===== config.mk =====
export PLATFORM = sky130hd
export DESIGN_NAME = h264_rtp_fua_packetizer
export DESIGN_NICKNAME = d
export VERILOG_FILES = /design/src/rtpfua_pkg.sv /design/src/rtpfua_front.sv /design/src/rtpfua_queue.sv /design/src/rtpfua_back.sv /design/src/h264_rtp_fua_packetizer.sv
export VERILOG_INCLUDE_DIRS = /design/src /design/src/src
export SDC_FILE = /design/constraint.sdc
export NUM_CORES = 1
export LEC_CHECK = 0
export BUFFER_PORTS_ARGS = -buffer_cell sky130_fd_sc_hd__buf_2
export CAP_MARGIN = 20
export CORE_UTILIZATION = 35
export CTS_BUF_LIST = sky130_fd_sc_hd__clkbuf_2 sky130_fd_sc_hd__clkbuf_4 sky130_fd_sc_hd__clkbuf_8
export DETAILED_ROUTE_END_ITERATION = 10
export HOLD_SLACK_MARGIN = 0.08
export PLACE_DENSITY = 0.56
export SLEW_MARGIN = 20
export SYNTH_ARGS = -nofsm -noshare
export SYNTH_HDL_FRONTEND = slang
export SYNTH_SLANG_ARGS = --single-unit
export TNS_END_PERCENT = 100

===== constraint.sdc =====
create_clock -name i_clk -period 11.8 [get_ports i_clk]
set_input_delay 1.18 -clock i_clk [delete_from_list [all_inputs] [get_ports i_clk]]
set_output_delay 1.18 -clock i_clk [all_outputs]
set_load 0.05 [all_outputs]

===== src/assert_macros.svh =====
// Assertion macros for the packetizer modules; only the back end includes them.
`ifndef ASSERT_MACROS_SVH
`define ASSERT_MACROS_SVH

// Plain property, checked on every rising clock edge outside reset.
`define RTPFUA_ASSERT(lbl, prop, msg) \
    lbl: assert property (@(posedge i_clk) disable iff (!i_rst_n) (prop)) \
        else $error(msg);

// Same-cycle implication.
`define RTPFUA_ASSERT_IMPL(lbl, ante, cons, msg) \
    lbl: assert property (@(posedge i_clk) disable iff (!i_rst_n) (ante) |-> (cons)) \
        else $error(msg);

`endif


===== src/rtpfua_pkg.sv =====
// Types, constants and helpers for the H.264 RTP FU-A packetizer.
package rtpfua_pkg;

    // Field widths fixed by the stream format
    localparam int unsigned FLEN_W   = 20;
    localparam int unsigned TS_W     = 32;
    localparam int unsigned IN_TDATA_W = 64;   // 8 + 20 + 32 = 60, padded to bytes

    // Configuration register indexes
    localparam int unsigned CFG_ADDR_W = 2;
    localparam logic [CFG_ADDR_W-1:0] REG_PAYLOAD_TYPE = 2'd0;
    localparam logic [CFG_ADDR_W-1:0] REG_SSRC         = 2'd1;
    localparam logic [CFG_ADDR_W-1:0] REG_CHANNEL      = 2'd2;
    localparam logic [CFG_ADDR_W-1:0] REG_MAX_FRAG     = 2'd3;

    // Register reset values
    localparam logic [6:0]  RST_PAYLOAD_TYPE = 7'd96;
    localparam logic [31:0] RST_SSRC         = 32'd10;
    localparam logic [7:0]  RST_CHANNEL      = 8'd0;
    localparam logic [15:0] RST_MAX_FRAG     = 16'd1400;

    // Protocol constants
    localparam logic [7:0]  NAL_SPS       = 8'h67;
    localparam logic [7:0]  NAL_PPS       = 8'h68;
    localparam logic [7:0]  NAL_SEI       = 8'h06;
    localparam logic [7:0]  NAL_IDR       = 8'h65;
    localparam logic [7:0]  NAL_SLICE_REF = 8'h61;
    localparam logic [7:0]  NAL_SLICE     = 8'h41;
    localparam logic [4:0]  FU_A_TYPE     = 5'd28;
    localparam logic [7:0]  RTP_V2_BYTE   = 8'h80;
    localparam logic [7:0]  INTERLEAVE_MARK = 8'h24;   // '$'
    localparam logic [15:0] MAX_FRAG_CAP  = 16'd65521;
    localparam logic [15:0] SIZE_SINGLE   = 16'd13;    // 12 RTP + NAL header
    localparam logic [15:0] SIZE_FU_A     = 16'd14;    // 12 RTP + FU ind + FU hdr

    // Serializer step positions
    localparam int unsigned STEP_W = 5;
    localparam logic [STEP_W-1:0] STEP_NAL_HDR   = 5'd16;
    localparam logic [STEP_W-1:0] STEP_DATA_SNGL = 5'd17;
    localparam logic [STEP_W-1:0] STEP_DATA_FU   = 5'd18;

    // Queue between front and back
    localparam int unsigned Q_DEPTH = 2;
    localparam int unsigned Q_PTR_W = 1;
    localparam int unsigned Q_CNT_W = 2;

    // One classified item handed from front to back
    typedef struct packed {
        logic        err;     // rejected unit, one error result
        logic        hdr;     // payload byte opens a packet
        logic        frag;    // FU-A packet
        logic        last;    // last packet of the unit (marker, E bit)
        logic        s_bit;   // first fragment of the unit
        logic        pend;    // payload byte closes its packet
        logic [7:0]  data;
        logic [7:0]  nal;
        logic [15:0] size;
        logic [15:0] seq;
        logic [31:0] ts;
    } t_item;

    function automatic logic type_ok(input logic [7:0] h);
        return (h == NAL_SPS) || (h == NAL_PPS) || (h == NAL_SEI) ||
               (h == NAL_IDR) || (h == NAL_SLICE_REF) || (h == NAL_SLICE);
    endfunction

endpackage


===== src/rtpfua_front.sv =====
// Front end: accepts NAL bytes, tracks unit state and classifies each byte.
module rtpfua_front #(
    parameter int unsigned LEN_W = 20
) (
    input  logic                          i_clk,
    input  logic                          i_rst_n,
    input  logic                          i_valid,
    output logic                          o_ready,
    input  logic [7:0]                    i_data,
    input  logic                          i_start,
    input  logic [rtpfua_pkg::FLEN_W-1:0] i_flen,
    input  logic [rtpfua_pkg::TS_W-1:0]   i_ts,
    input  logic [15:0]                   i_max_frag,
    input  logic                          i_q_full,
    output logic                          o_push,
    output rtpfua_pkg::t_item             o_item
);

    logic [15:0]      r_seq;
    logic [31:0]      r_ts;
    logic [LEN_W-1:0] r_rem;
    logic [15:0]      r_fill;
    logic [7:0]       r_nal;
    logic             r_frag;
    logic             r_drop;
    logic             r_first;

    logic             w_accept;
    logic [LEN_W-1:0] w_flen;
    logic             w_bad;
    logic             w_active;
    logic [15:0]      w_maxf;
    logic             w_frag;
    logic [15:0]      w_n;
    logic             w_last;
    logic             w_open;
    logic [15:0]      w_fill_nx;
    logic [15:0]      w_size;

    assign o_ready  = !i_q_full;
    assign w_accept = i_valid && !i_q_full;
    assign w_flen   = i_flen[LEN_W-1:0];
    assign w_bad    = !rtpfua_pkg::type_ok(i_data) || (w_flen == '0);
    assign w_active = !r_drop && (r_rem != '0);
    assign w_open   = (r_fill == 16'd0);

    // Clamp fragment size into 1..cap
    always_comb begin
        if (i_max_frag == 16'd0) begin
            w_maxf = 16'd1;
        end else if (i_max_frag > rtpfua_pkg::MAX_FRAG_CAP) begin
            w_maxf = rtpfua_pkg::MAX_FRAG_CAP;
        end else begin
            w_maxf = i_max_frag;
        end
    end

    assign w_frag = r_first ? (r_rem > LEN_W'(w_maxf)) : r_frag;

    always_comb begin
        if (w_frag && (r_rem >= LEN_W'(w_maxf))) begin
            w_n = w_maxf;
        end else begin
            w_n = r_rem[15:0];
        end
    end

    assign w_last    = (LEN_W'(w_n) == r_rem);
    assign w_size    = w_frag ? (w_n + rtpfua_pkg::SIZE_FU_A) : (w_n + rtpfua_pkg::SIZE_SINGLE);
    assign w_fill_nx = (w_open ? w_n : r_fill) - 16'd1;

    assign o_push = w_accept && (i_start ? w_bad : w_active);

    always_comb begin
        o_item       = '0;
        o_item.err   = i_start;
        o_item.hdr   = !i_start && w_open;
        o_item.frag  = w_frag;
        o_item.last  = w_last;
        o_item.s_bit = r_first;
        o_item.pend  = (w_fill_nx == 16'd0);
        o_item.data  = i_start ? 8'd0 : i_data;
        o_item.nal   = r_nal;
        o_item.size  = w_size;
        o_item.seq   = r_seq;
        o_item.ts    = r_ts;
    end

    always_ff @(posedge i_clk) begin
        if (!i_rst_n) begin
            r_seq   <= '0;
            r_ts    <= '0;
            r_rem   <= '0;
            r_fill  <= '0;
            r_nal   <= '0;
            r_frag  <= 1'b0;
            r_drop  <= 1'b1;
            r_first <= 1'b0;
        end else if (w_accept) begin
            if (i_start) begin
                r_fill <= '0;
                if (w_bad) begin
                    r_drop  <= 1'b1;
                    r_rem   <= '0;
                    r_first <= 1'b0;
                end else begin
                    r_drop  <= 1'b0;
                    r_nal   <= i_data;
                    r_ts    <= i_ts;
                    r_rem   <= w_flen;
                    r_first <= 1'b1;
                    r_frag  <= 1'b0;
                end
            end else if (w_active) begin
                if (w_open) begin
                    r_seq <= r_seq + 16'd1;
                    if (r_first) begin
                        r_frag  <= w_frag;
                        r_first <= 1'b0;
                    end
                end
                r_fill <= w_fill_nx;
                r_rem  <= r_rem - LEN_W'(1);
                if (r_rem == LEN_W'(1)) begin
                    r_drop <= 1'b1;
                end
            end
        end
    end

endmodule


===== src/rtpfua_queue.sv =====
// Two-entry item queue between the classifier and the serializer.
module rtpfua_queue (
    input  logic              i_clk,
    input  logic              i_rst_n,
    input  logic              i_push,
    input  rtpfua_pkg::t_item i_item,
    input  logic              i_pop,
    output logic              o_full,
    output logic              o_valid,
    output rtpfua_pkg::t_item o_head
);

    rtpfua_pkg::t_item                  r_mem [rtpfua_pkg::Q_DEPTH];
    logic [rtpfua_pkg::Q_PTR_W-1:0]     r_wr;
    logic [rtpfua_pkg::Q_PTR_W-1:0]     r_rd;
    logic [rtpfua_pkg::Q_CNT_W-1:0]     r_cnt;
    logic                               w_push;
    logic                               w_pop;

    assign o_full  = (r_cnt == rtpfua_pkg::Q_CNT_W'(rtpfua_pkg::Q_DEPTH));
    assign o_valid = (r_cnt != '0);
    assign o_head  = r_mem[r_rd];
    assign w_push  = i_push && !o_full;
    assign w_pop   = i_pop && o_valid;

    always_ff @(posedge i_clk) begin
        if (w_push) begin
            r_mem[r_wr] <= i_item;
        end
    end

    always_ff @(posedge i_clk) begin
        if (!i_rst_n) begin
            r_wr  <= '0;
            r_rd  <= '0;
            r_cnt <= '0;
        end else begin
            if (w_push) begin
                r_wr <= r_wr + 1'b1;
            end
            if (w_pop) begin
                r_rd <= r_rd + 1'b1;
            end
            case ({w_push, w_pop})
                2'b10:   r_cnt <= r_cnt + 1'b1;
                2'b01:   r_cnt <= r_cnt - 1'b1;
                default: r_cnt <= r_cnt;
            endcase
        end
    end

endmodule


===== src/rtpfua_back.sv =====
// Back end: serializes queued items into interleaved RTP bytes.
`include "assert_macros.svh"

module rtpfua_back (
    input  logic              i_clk,
    input  logic              i_rst_n,
    input  logic              i_q_valid,
    input  rtpfua_pkg::t_item i_head,
    output logic              o_pop,
    input  logic [6:0]        i_payload_type,
    input  logic [31:0]       i_ssrc,
    input  logic [7:0]        i_channel,
    output logic              o_valid,
    input  logic              i_ready,
    output logic [7:0]        o_byte,
    output logic              o_pkt_start,
    output logic              o_pkt_end,
    output logic              o_err,
    output logic              o_run_last
);

    logic [rtpfua_pkg::STEP_W-1:0] r_step;
    logic                          r_vld;
    logic [7:0]                    r_byte;
    logic                          r_start;
    logic                          r_end;
    logic                          r_err;
    logic                          r_last;

    logic                          w_load;
    logic [rtpfua_pkg::STEP_W-1:0] w_last_step;
    logic                          w_at_data;
    logic [7:0]                    w_byte;
    logic [7:0]                    w_fu_ind;
    logic [7:0]                    w_fu_hdr;

    assign w_load = i_q_valid && (!r_vld || i_ready);
    assign o_pop  = w_load && w_at_data;

    always_comb begin
        if (i_head.err || !i_head.hdr) begin
            w_last_step = '0;
        end else if (i_head.frag) begin
            w_last_step = rtpfua_pkg::STEP_DATA_FU;
        end else begin
            w_last_step = rtpfua_pkg::STEP_DATA_SNGL;
        end
    end

    assign w_at_data = (r_step == w_last_step);
    assign w_fu_ind  = {i_head.nal[7:5], rtpfua_pkg::FU_A_TYPE};
    assign w_fu_hdr  = {i_head.s_bit, i_head.last, 1'b0, i_head.nal[4:0]};

    // Byte at the current step; offsets follow the packet layout
    always_comb begin
        if (i_head.err) begin
            w_byte = 8'd0;
        end else if (w_at_data) begin
            w_byte = i_head.data;
        end else begin
            case (r_step)
                5'd0:    w_byte = rtpfua_pkg::INTERLEAVE_MARK;
                5'd1:    w_byte = i_channel;
                5'd2:    w_byte = i_head.size[15:8];
                5'd3:    w_byte = i_head.size[7:0];
                5'd4:    w_byte = rtpfua_pkg::RTP_V2_BYTE;
                5'd5:    w_byte = {i_head.last, i_payload_type};
                5'd6:    w_byte = i_head.seq[15:8];
                5'd7:    w_byte = i_head.seq[7:0];
                5'd8:    w_byte = i_head.ts[31:24];
                5'd9:    w_byte = i_head.ts[23:16];
                5'd10:   w_byte = i_head.ts[15:8];
                5'd11:   w_byte = i_head.ts[7:0];
                5'd12:   w_byte = i_ssrc[31:24];
                5'd13:   w_byte = i_ssrc[23:16];
                5'd14:   w_byte = i_ssrc[15:8];
                5'd15:   w_byte = i_ssrc[7:0];
                5'd16:   w_byte = i_head.frag ? w_fu_ind : i_head.nal;
                5'd17:   w_byte = w_fu_hdr;
                default: w_byte = 8'd0;
            endcase
        end
    end

    always_ff @(posedge i_clk) begin
        if (w_load) begin
            r_byte  <= w_byte;
            r_start <= !i_head.err && i_head.hdr && (r_step == '0);
            r_end   <= !i_head.err && w_at_data && i_head.pend;
            r_err   <= i_head.err;
            r_last  <= w_at_data;
        end
    end

    always_ff @(posedge i_clk) begin
        if (!i_rst_n) begin
            r_vld  <= 1'b0;
            r_step <= '0;
        end else begin
            if (w_load) begin
                r_vld  <= 1'b1;
                r_step <= w_at_data ? '0 : (r_step + 1'b1);
            end else if (i_ready) begin
                r_vld <= 1'b0;
            end
        end
    end

    assign o_valid     = r_vld;
    assign o_byte      = r_byte;
    assign o_pkt_start = r_start;
    assign o_pkt_end   = r_end;
    assign o_err       = r_err;
    assign o_run_last  = r_last;

    `RTPFUA_ASSERT(a_step_range, r_step <= rtpfua_pkg::STEP_DATA_FU, "step counter overran")
    `RTPFUA_ASSERT_IMPL(a_mid_pkt_head, r_step != '0, i_q_valid && i_head.hdr && !i_head.err, "head item lost mid-header")
    `RTPFUA_ASSERT_IMPL(a_err_alone, r_vld && r_err, r_last && !r_start && !r_end, "error result not alone")
    `RTPFUA_ASSERT_IMPL(a_start_not_last, r_vld && r_start, !r_last && !r_err, "packet start closed the item")

endmodule


===== src/h264_rtp_fua_packetizer.sv =====
// H.264 RTP packetizer, single-NAL and FU-A, RTSP interleaved byte output.
//
// Channel   Dir  Fields (low bit first)
// s_axis    in   tdata: data_byte[7:0] frame_length[27:8] time_stamp[59:28]; tuser: frame_start
// m_axis    out  tdata: out_byte[7:0]; tuser: packet_start, packet_end, error_flag;
//                tlast: run_last
// i_cfg     in   we/addr/wdata: 0 payload_type, 1 ssrc_value, 2 interleave_channel, 3 max_fragment
//
// A payload byte inside a packet gives one output byte; one that opens a packet
// gives 19 (FU-A) or 18 (single NAL) output bytes, set by the byte serializer.
// An error item gives one result; a valid NAL header item gives none.
// The two-item queue takes one more item while the serializer emits a header,
// then input stalls until the header's payload byte leaves the queue.
// The output register holds a result until it is taken; the queue still takes items while not full.
// Reset is synchronous, active low; it clears unit state and the queue.
module h264_rtp_fua_packetizer #(
    parameter int unsigned LENGTH_BITS = 20
) (
    input  logic        i_clk,
    input  logic        i_rst_n,
    // input stream
    input  logic        s_axis_tvalid,
    output logic        s_axis_tready,
    input  logic [63:0] s_axis_tdata,   // data_byte, frame_length, time_stamp, pad
    input  logic [0:0]  s_axis_tuser,   // frame_start
    // output stream
    output logic        m_axis_tvalid,
    input  logic        m_axis_tready,
    output logic [7:0]  m_axis_tdata,   // out_byte
    output logic [2:0]  m_axis_tuser,   // packet_start, packet_end, error_flag
    output logic        m_axis_tlast,   // run_last
    // configuration
    input  logic                              i_cfg_we,
    input  logic [rtpfua_pkg::CFG_ADDR_W-1:0] i_cfg_addr,
    input  logic [31:0]                       i_cfg_wdata
);

    // Only the low LENGTH_BITS of the 20-bit length field count, at most all 20
    localparam int unsigned LEN_W =
        (LENGTH_BITS < rtpfua_pkg::FLEN_W) ? LENGTH_BITS : rtpfua_pkg::FLEN_W;

    logic [6:0]  r_payload_type;
    logic [31:0] r_ssrc;
    logic [7:0]  r_channel;
    logic [15:0] r_max_frag;

    always_ff @(posedge i_clk) begin
        if (!i_rst_n) begin
            r_payload_type <= rtpfua_pkg::RST_PAYLOAD_TYPE;
            r_ssrc         <= rtpfua_pkg::RST_SSRC;
            r_channel      <= rtpfua_pkg::RST_CHANNEL;
            r_max_frag     <= rtpfua_pkg::RST_MAX_FRAG;
        end else if (i_cfg_we) begin
            unique case (i_cfg_addr)
                rtpfua_pkg::REG_PAYLOAD_TYPE: r_payload_type <= i_cfg_wdata[6:0];
                rtpfua_pkg::REG_SSRC:         r_ssrc         <= i_cfg_wdata;
                rtpfua_pkg::REG_CHANNEL:      r_channel      <= i_cfg_wdata[7:0];
                rtpfua_pkg::REG_MAX_FRAG:     r_max_frag     <= i_cfg_wdata[15:0];
                default:                      r_max_frag     <= r_max_frag;
            endcase
        end
    end

    logic              w_push;
    logic              w_pop;
    logic              w_q_full;
    logic              w_q_valid;
    rtpfua_pkg::t_item w_item;
    rtpfua_pkg::t_item w_head;

    rtpfua_front #(
        .LEN_W (LEN_W)
    ) u_front (
        .i_clk      (i_clk),
        .i_rst_n    (i_rst_n),
        .i_valid    (s_axis_tvalid),
        .o_ready    (s_axis_tready),
        .i_data     (s_axis_tdata[7:0]),
        .i_start    (s_axis_tuser[0]),
        .i_flen     (s_axis_tdata[27:8]),
        .i_ts       (s_axis_tdata[59:28]),
        .i_max_frag (r_max_frag),
        .i_q_full   (w_q_full),
        .o_push     (w_push),
        .o_item     (w_item)
    );

    rtpfua_queue u_queue (
        .i_clk   (i_clk),
        .i_rst_n (i_rst_n),
        .i_push  (w_push),
        .i_item  (w_item),
        .i_pop   (w_pop),
        .o_full  (w_q_full),
        .o_valid (w_q_valid),
        .o_head  (w_head)
    );

    rtpfua_back u_back (
        .i_clk          (i_clk),
        .i_rst_n        (i_rst_n),
        .i_q_valid      (w_q_valid),
        .i_head         (w_head),
        .o_pop          (w_pop),
        .i_payload_type (r_payload_type),
        .i_ssrc         (r_ssrc),
        .i_channel      (r_channel),
        .o_valid        (m_axis_tvalid),
        .i_ready        (m_axis_tready),
        .o_byte         (m_axis_tdata),
        .o_pkt_start    (m_axis_tuser[0]),
        .o_pkt_end      (m_axis_tuser[1]),
        .o_err          (m_axis_tuser[2]),
        .o_run_last     (m_axis_tlast)
    );

endmodule


==> impl_metrics.env, run 1 <==
export IMPL_rsz0062_at_grt="false"
export IMPL_overflow=0
export IMPL_fmax_mhz=167
export IMPL_timing_rr_start="r_max_frag[11]"
export IMPL_ir_drop_mv=0.107
export IMPL_syn_inst=1613
export IMPL_path_max_fanout=11
export IMPL_power_density_nw_per_um2=187
export IMPL_synth_distinct_cells=87
export IMPL_drv_cap=0
export IMPL_drive_gt1_share_pct=18.3
export IMPL_start_kind="flop"
export IMPL_cts_setup_buffers=0
export IMPL_synth_area_leaders="edfxtp_1 (33%), dfxtp_1 (20%), nand2_1 (5.2%), a21boi_0 (4.1%), xnor2_1 (2.5%)"
export IMPL_ant_nets=0
export IMPL_grt_pass1_vias=12700
export IMPL_path_clk_slew_ns=0.06
export IMPL_dp_cells=2262
export IMPL_seqPwrFrac_pct=40.9
export IMPL_cts_buffers_inserted=58
export IMPL_dr_total_vias=13000
export IMPL_fp_dieW_um=221
export IMPL_leakage_nw=6.82
export IMPL_synth_largest_area_cell="edfxtp_1"
export IMPL_cts_tree="yes"
export IMPL_synth_top_area_share_pct=32.9
export IMPL_drt_total_wl_um=52000
export IMPL_stdcell_count=2375
export IMPL_synth_area_um2=16800
export IMPL_status="complete, no violations"
export IMPL_syn_avg_cell_area_um2=10.4
export IMPL_first_pass_iters=5
export IMPL_cts_resized_gates=0
export IMPL_ctsHoldBuffers=0
export IMPL_syn_nets=1747
export IMPL_fin_worst_skew_ns=0.0411
export IMPL_grt_pass1_wl_um=78600
export IMPL_port_buffers=113
export IMPL_p_sw_mw=1.23
export IMPL_hold_class="flop to flop"
export IMPL_ys_ff_latch=353
export IMPL_areaGrowthSynthToFinish_pct=14.8
export IMPL_drv_slew=0
export IMPL_finalNetCount=1851
export IMPL_startpoint="r_max_frag[11]"
export IMPL_fin_crit_sh_pct=50.9
export IMPL_sw_frac_of_total_pct=34.0
export IMPL_arrival_ns=6.52
export IMPL_holdCritStartpoint="u_front.r_nal[4]"
export IMPL_ys_seq_area_share_pct=53.1
export IMPL_cts_sinks=353
export IMPL_synth_edf_count=184
export IMPL_p_clk_share_pct=31.9
export IMPL_fin_tns_setup_ns=0
export IMPL_cts_buffer_depth=3
export IMPL_synthArstFlopShare_pct=0
export IMPL_die_area_um2=48800
export IMPL_max_slew_margin_rel_pct=27.6
export IMPL_dp_hpwl_um=36700
export IMPL_cts_root_buf="clkbuf_8"
export IMPL_synth_flop_cell="edfxtp_1"
export IMPL_drc=0
export IMPL_placementRows=79
export IMPL_finalSetupViolations=0
export IMPL_ios=118
export IMPL_crit_path_end_kind="flop"
export IMPL_routed_via_density=5.46
export IMPL_worstSkewPairLatency_ns=0.68
export IMPL_start_util_pct=35.7
export IMPL_die_height_um=221
export IMPL_combPwrFrac_pct=27.2
export IMPL_core_um2=47000
export IMPL_fin_crit_ns=6.00
export IMPL_antenna_found_initial=2
export IMPL_wire_per_inst_um=21.9
export IMPL_grt_total_usage_pct=21.2
export IMPL_drt_iter0_drc=987
export IMPL_grt_max_degree=116
export IMPL_cts_htree_levels=2
export IMPL_yosysWarningCount=0
export IMPL_power_mw=3.61
export IMPL_cp_required_ns=12.32
export IMPL_p_int_mw=2.38
export IMPL_worst_slew_pin_slew_ns=1.09
export IMPL_worstSetupPathType="flop to flop"
export IMPL_place_gp_congestion=0.924
export IMPL_finalHoldViolCount=0
==> cell usage in the layout (no fill, tap or decap), drive strengths merged, types with 10 or more instances in the layout <==
| master | synthesis | final |
|---|---|---|
| nand2 | 233 | 233 |
| edfxtp | 184 | 184 |
| dfxtp | 169 | 169 |
| buf | 15 | 144 |
| a21boi | 94 | 94 |
| nor2 | 94 | 94 |
| clkbuf | 85 | 88 |
| o21ai | 60 | 60 |
| a22oi | 52 | 52 |
| nand3 | 50 | 50 |
| xnor2 | 47 | 47 |
| a21oi | 46 | 46 |
| nor2b | 42 | 42 |
| mux2i | 38 | 38 |
| inv | 34 | 36 |
| nor3 | 36 | 36 |
| mux2 | 35 | 35 |
| ha | 30 | 30 |
| and2 | 29 | 29 |
| nor4 | 25 | 25 |
| nand4 | 24 | 24 |
| a221oi | 22 | 22 |
| and3 | 21 | 21 |
| clkinv | 1 | 19 |
| xor2 | 17 | 17 |
| a31oi | 13 | 13 |
| a22o | 12 | 12 |
| nand2b | 10 | 10 |
==> metal layers <==
layer	wire, um	vias to the layer above	track usage (%)
met5	0	-	0
met1	23300	6379	28.1
li1	-	6119	-
met2	24700	377	35.0
met4	1530	0	7.96
met3	2530	86	2.97
==> state kept, by name, summed over array words and instances (netlist names), 5 cells and up, named ones only <==
| name | flops |
|---|---|
| u_back.o_byte | 8 |
| u_queue.r_mem | 172 |
| u_front.r_nal | 8 |
| u_front.r_seq | 16 |
| u_front.r_ts | 32 |
| u_front.r_rem | 20 |
| r_channel | 8 |
| r_max_frag | 16 |
| u_front.r_fill | 16 |
| r_ssrc | 32 |
| u_back.r_step | 5 |
| r_payload_type | 7 |
==> kinds of logic after synthesis <==
group / share of synthesized area, %
AOI/OAI and AO/OA: 15.8
adders and majority gates: 2.24
xor gates and xnor gates: 3.34
muxes: 4.64
and+or+nand+nor: 17.6
DFF: 53.1
buffers and inverters: 3.28
==> power by group through the flow <==
stage	Combinational [mW]	Sequential [mW]	Clock, mW
floorplan	0.634	1.54	0
global placement	0.976	1.50	0
detailed placement	0.980	1.50	0
CTS	0.984	1.48	1.18
global route	1.06	1.49	1.23
finish	0.982	1.48	1.15
==> worst max-delay path, cell delays in order (launching register included) <==
cell and delay (ns):
dfxtp_1 0.56, inv_1 0.16, nand3_1 0.23, nor4_1 0.08, a311oi_1 0.62, inv_1 0.16, ha_1 0.23, nor2b_1 0.10
o211ai_1 0.11, and4bb_2 0.26, o21ai_2 0.43, nor3_1 0.11, or3_1 0.56, a21oi_1 0.28, ha_1 0.28, o2111ai_1 0.20
and4b_1 0.52, nand3b_1 0.14, xor2_1 0.19, nor4_1 0.33, o2111a_1 0.27
==> path summary, 6_finish.rpt <==
| path | slack, ns | cells past startpoint | to |
|---|---|---|---|
| min reg2reg | 0.45 | 0 | u_queue.r_mem[0][68] |
| max reg2reg | 5.80 | 20 | u_queue.r_mem[0][80] |
| min | 0.45 | 0 | u_queue.r_mem[0][68] |
| max | 5.80 | 20 | u_queue.r_mem[0][80] |
==> metrics by stage <==
step	instance area, um^2	util [%]	hold WS, ns	worst slack, ns
after detailed placement	17900	38.2	0.432	5.93
after global placement	17900	38.2	0.426	5.97
final	19300	41.0	0.447	5.80
after floorplan	16800	-	0.417	5.79
after CTS	19200	40.9	0.442	5.89
after global routing	19300	41.0	0.466	5.43
==> synth_stat cells (6+ instances only) <==
cell      instances
nor3_1           33
mux2i_1          37
nor4_1           20
a21oi_1          45
inv_1            33
nand4_1          24
clkbuf_1         85
nand3b_1          6
edfxtp_1        184
xnor2_1          47
ha_1             30
o211ai_1          7
a22oi_1          52
a21boi_0         92
dfxtp_1         169
o21ai_0          56
a22o_1           12
nand3_1          49
and2_1           29
o211a_1           7
xor2_1           17
mux2_2           35
nand2b_1         10
a31oi_1          12
a221oi_1         20
or3_1             6
and3_1           19
nor2_1           92
nor2b_1          42
nand2_1         233
==> final cells by class <==
| cell class | instances | area, um^2 |
|---|---|---|
| fillers | 4625 | 27700 |
| flip-flops and latches | 353 | 8910 |
| multi-input cells | 1125 | 7350 |
| clock buffers | 88 | 1080 |
| repair buffers | 144 | 828 |
| well taps | 607 | 759 |
| clock inverters | 22 | 191 |
| inverters | 35 | 131 |
| diodes | 1 | 2.50 |
(Power assumes the default switching activity.)
==> run 2: changes to the inputs <==
Clock period 11.8 ns to 5.6 ns, I/O delays scaled along.
==> run 2 against run 1 <==
Compared with the run above: total power grew 110%; sequential cell count unchanged; hold slack worse by 0.33 ns; critical path depth shrank 1; non-clock buffer count is 29 higher; routed wire length up 2.2%; critical path type unchanged; highest routed layer is now met5.
==> impl_metrics.env, run 2 (synthesized netlist as in run 1, its figures left out) <==
export IMPL_finalHoldViolCount=0
export IMPL_stdcell_area_um2=19500
export IMPL_drv_cap=0
export IMPL_worstSkewPairLatency_ns=0.69
export IMPL_seqCellArea_um2=8910
export IMPL_grt_max_degree=92
export IMPL_largest_register="u_queue.r_mem"
export IMPL_start_kind="flop"
export IMPL_worstSetupPathType="flop to flop"
export IMPL_drv_slew=0
export IMPL_leakage_nw=6.97
export IMPL_ant_nets=0
export IMPL_ir_drop_mv=0.190
export IMPL_grt_pass1_vias=12900
export IMPL_power_density_nw_per_um2=396
export IMPL_rsz0062_at_grt="false"
export IMPL_port_buffers=113
export IMPL_dr_max_layer_used="met5"
export IMPL_worst_slew_pin_slew_ns=1.20
export IMPL_first_pass_iters=5
export IMPL_max_slew_margin_rel_pct=19.0
export IMPL_path_max_fanout=9
export IMPL_wire_per_inst_um=22.1
export IMPL_areaGrowthSynthToFinish_pct=16.2
export IMPL_dr_total_vias=13200
export IMPL_fp_dieW_um=221
export IMPL_ios=118
export IMPL_drc=0
export IMPL_fmax_mhz=195
export IMPL_cts_tree="yes"
export IMPL_timing_rr_start="r_max_frag[9]"
export IMPL_multiInputGateArea_um2=7340
export IMPL_top_regs="u_queue.r_mem (172), r_ssrc (32), u_front.r_ts (32)"
export IMPL_cts_htree_levels=2
export IMPL_grt_total_usage_pct=21.5
export IMPL_nFillCells=4562
export IMPL_placementRows=79
export IMPL_drt_total_wl_um=53200
export IMPL_place_gp_congestion=0.932
export IMPL_mostFrequentLayoutCells="nand2_1 (233), edfxtp_1 (184), dfxtp_1 (168)"
export IMPL_dp_hpwl_um=38100
export IMPL_die_area_um2=48800
export IMPL_cts_root_buf="clkbuf_8"
export IMPL_cp_required_ns=6.11
export IMPL_holdCritStartpoint="s_axis_tdata[30]"
export IMPL_final_common_cell="nand2_1"
export IMPL_cts_buffers_inserted=59
export IMPL_finalSetupViolations=0
export IMPL_overflow=0
export IMPL_cts_buffer_depth=3
export IMPL_crit_path_end_kind="flop"
export IMPL_startpoint="r_max_frag[9]"
export IMPL_finalNetCount=1881
export IMPL_cts_sinks=353
export IMPL_cts_resized_gates=0
export IMPL_wl_met3_um=2940
export IMPL_largest_register_ffs=172
export IMPL_fin_worst_skew_ns=0.0398
export IMPL_drt_iter0_drc=1098
export IMPL_antenna_found_initial=3
export IMPL_fin_crit_ns=5.13
export IMPL_start_util_pct=35.7
export IMPL_routed_via_density=5.47
export IMPL_wl_met1_um=23400
export IMPL_die_height_um=221
export IMPL_core_um2=47000
export IMPL_wl_met2_um=25000
export IMPL_grt_pass1_wl_um=79600
export IMPL_fin_crit_sh_pct=91.6
export IMPL_arrival_ns=5.64
export IMPL_dpl_cell_area_um2=18200
export IMPL_status="complete, no violations"
export IMPL_cts_setup_buffers=0
export IMPL_ctsHoldBuffers=1
export IMPL_fin_tns_setup_ns=0
export IMPL_hold_class="input port to flop"
export IMPL_drive_gt1_share_pct=19.8
export IMPL_path_clk_slew_ns=0.07
## run 2: layout make-up
class / count / share of cell area, %
Clock buffer: 89 / 5.67
Timing Repair Buffer: 173 / 5.36
Sequential cell: 353 / 45.7
Inverter: 35 / 0.674
Multi-Input combinational cell: 1125 / 37.7
Antenna cell: 1 / 0.0128
Clock inverter: 23 / 1.03
Tap cell: 607 / 3.89
## run 2: worst max-delay path: stages (launching register included)
cell and delay, ns:
dfxtp_1 0.50, nand4_1 0.16, nor4_1 0.46, nand2b_1 0.30, ha_1 0.29, nor2b_1 0.13, o211ai_1 0.20, and4bb_2 0.28
o21a_1 0.19, buf_4 0.20, a21oi_4 0.10, mux2i_2 0.24, a21oi_1 0.24, ha_1 0.28, o2111ai_1 0.22, and4b_1 0.33
nand3b_1 0.09, xor2_1 0.16, nor4_1 0.32, o2111a_1 0.29
## run 2: metrics by stage
stage	hold WS [ns]	setup slack (ns)	cells	total power [mW]	util [%]
after global placement	0.427	0.574	2292	5.25	38.7
after floorplan	0.417	1.07	1613	4.58	-
final	0.118	0.470	2406	7.72	41.5
after CTS	0.0819	0.511	2405	7.78	41.5
after detailed placement	0.430	0.548	2292	5.27	38.7
after global routing	0.0890	0.0150	2406	8.08	41.5
## run 2: worst paths after layout
kind / slack [ns] / end / depth (start not counted)
max: 0.47 / u_queue.r_mem[1][80] / 19
min: 0.12 / u_front.r_ts[2] / 3
max reg2reg: 0.47 / u_queue.r_mem[1][80] / 19
min reg2reg: 0.45 / u_queue.r_mem[1][13] / 0
## run 2: metal layers
layer | GRT usage, % | vias up
li1 | - | 6191
met1 | 27.9 | 6452
met2 | 35.4 | 403
met3 | 4.17 | 103
met4 | 8.17 | 2
met5 | 0 | -
## run 2: where the power goes
group,total [mW],switching (mW),internal (mW)
Combinational,2.11,1.39,0.728
Clock,2.49,1.12,1.37
Sequential,3.11,0.126,2.99
Total,7.72,2.63,5.09
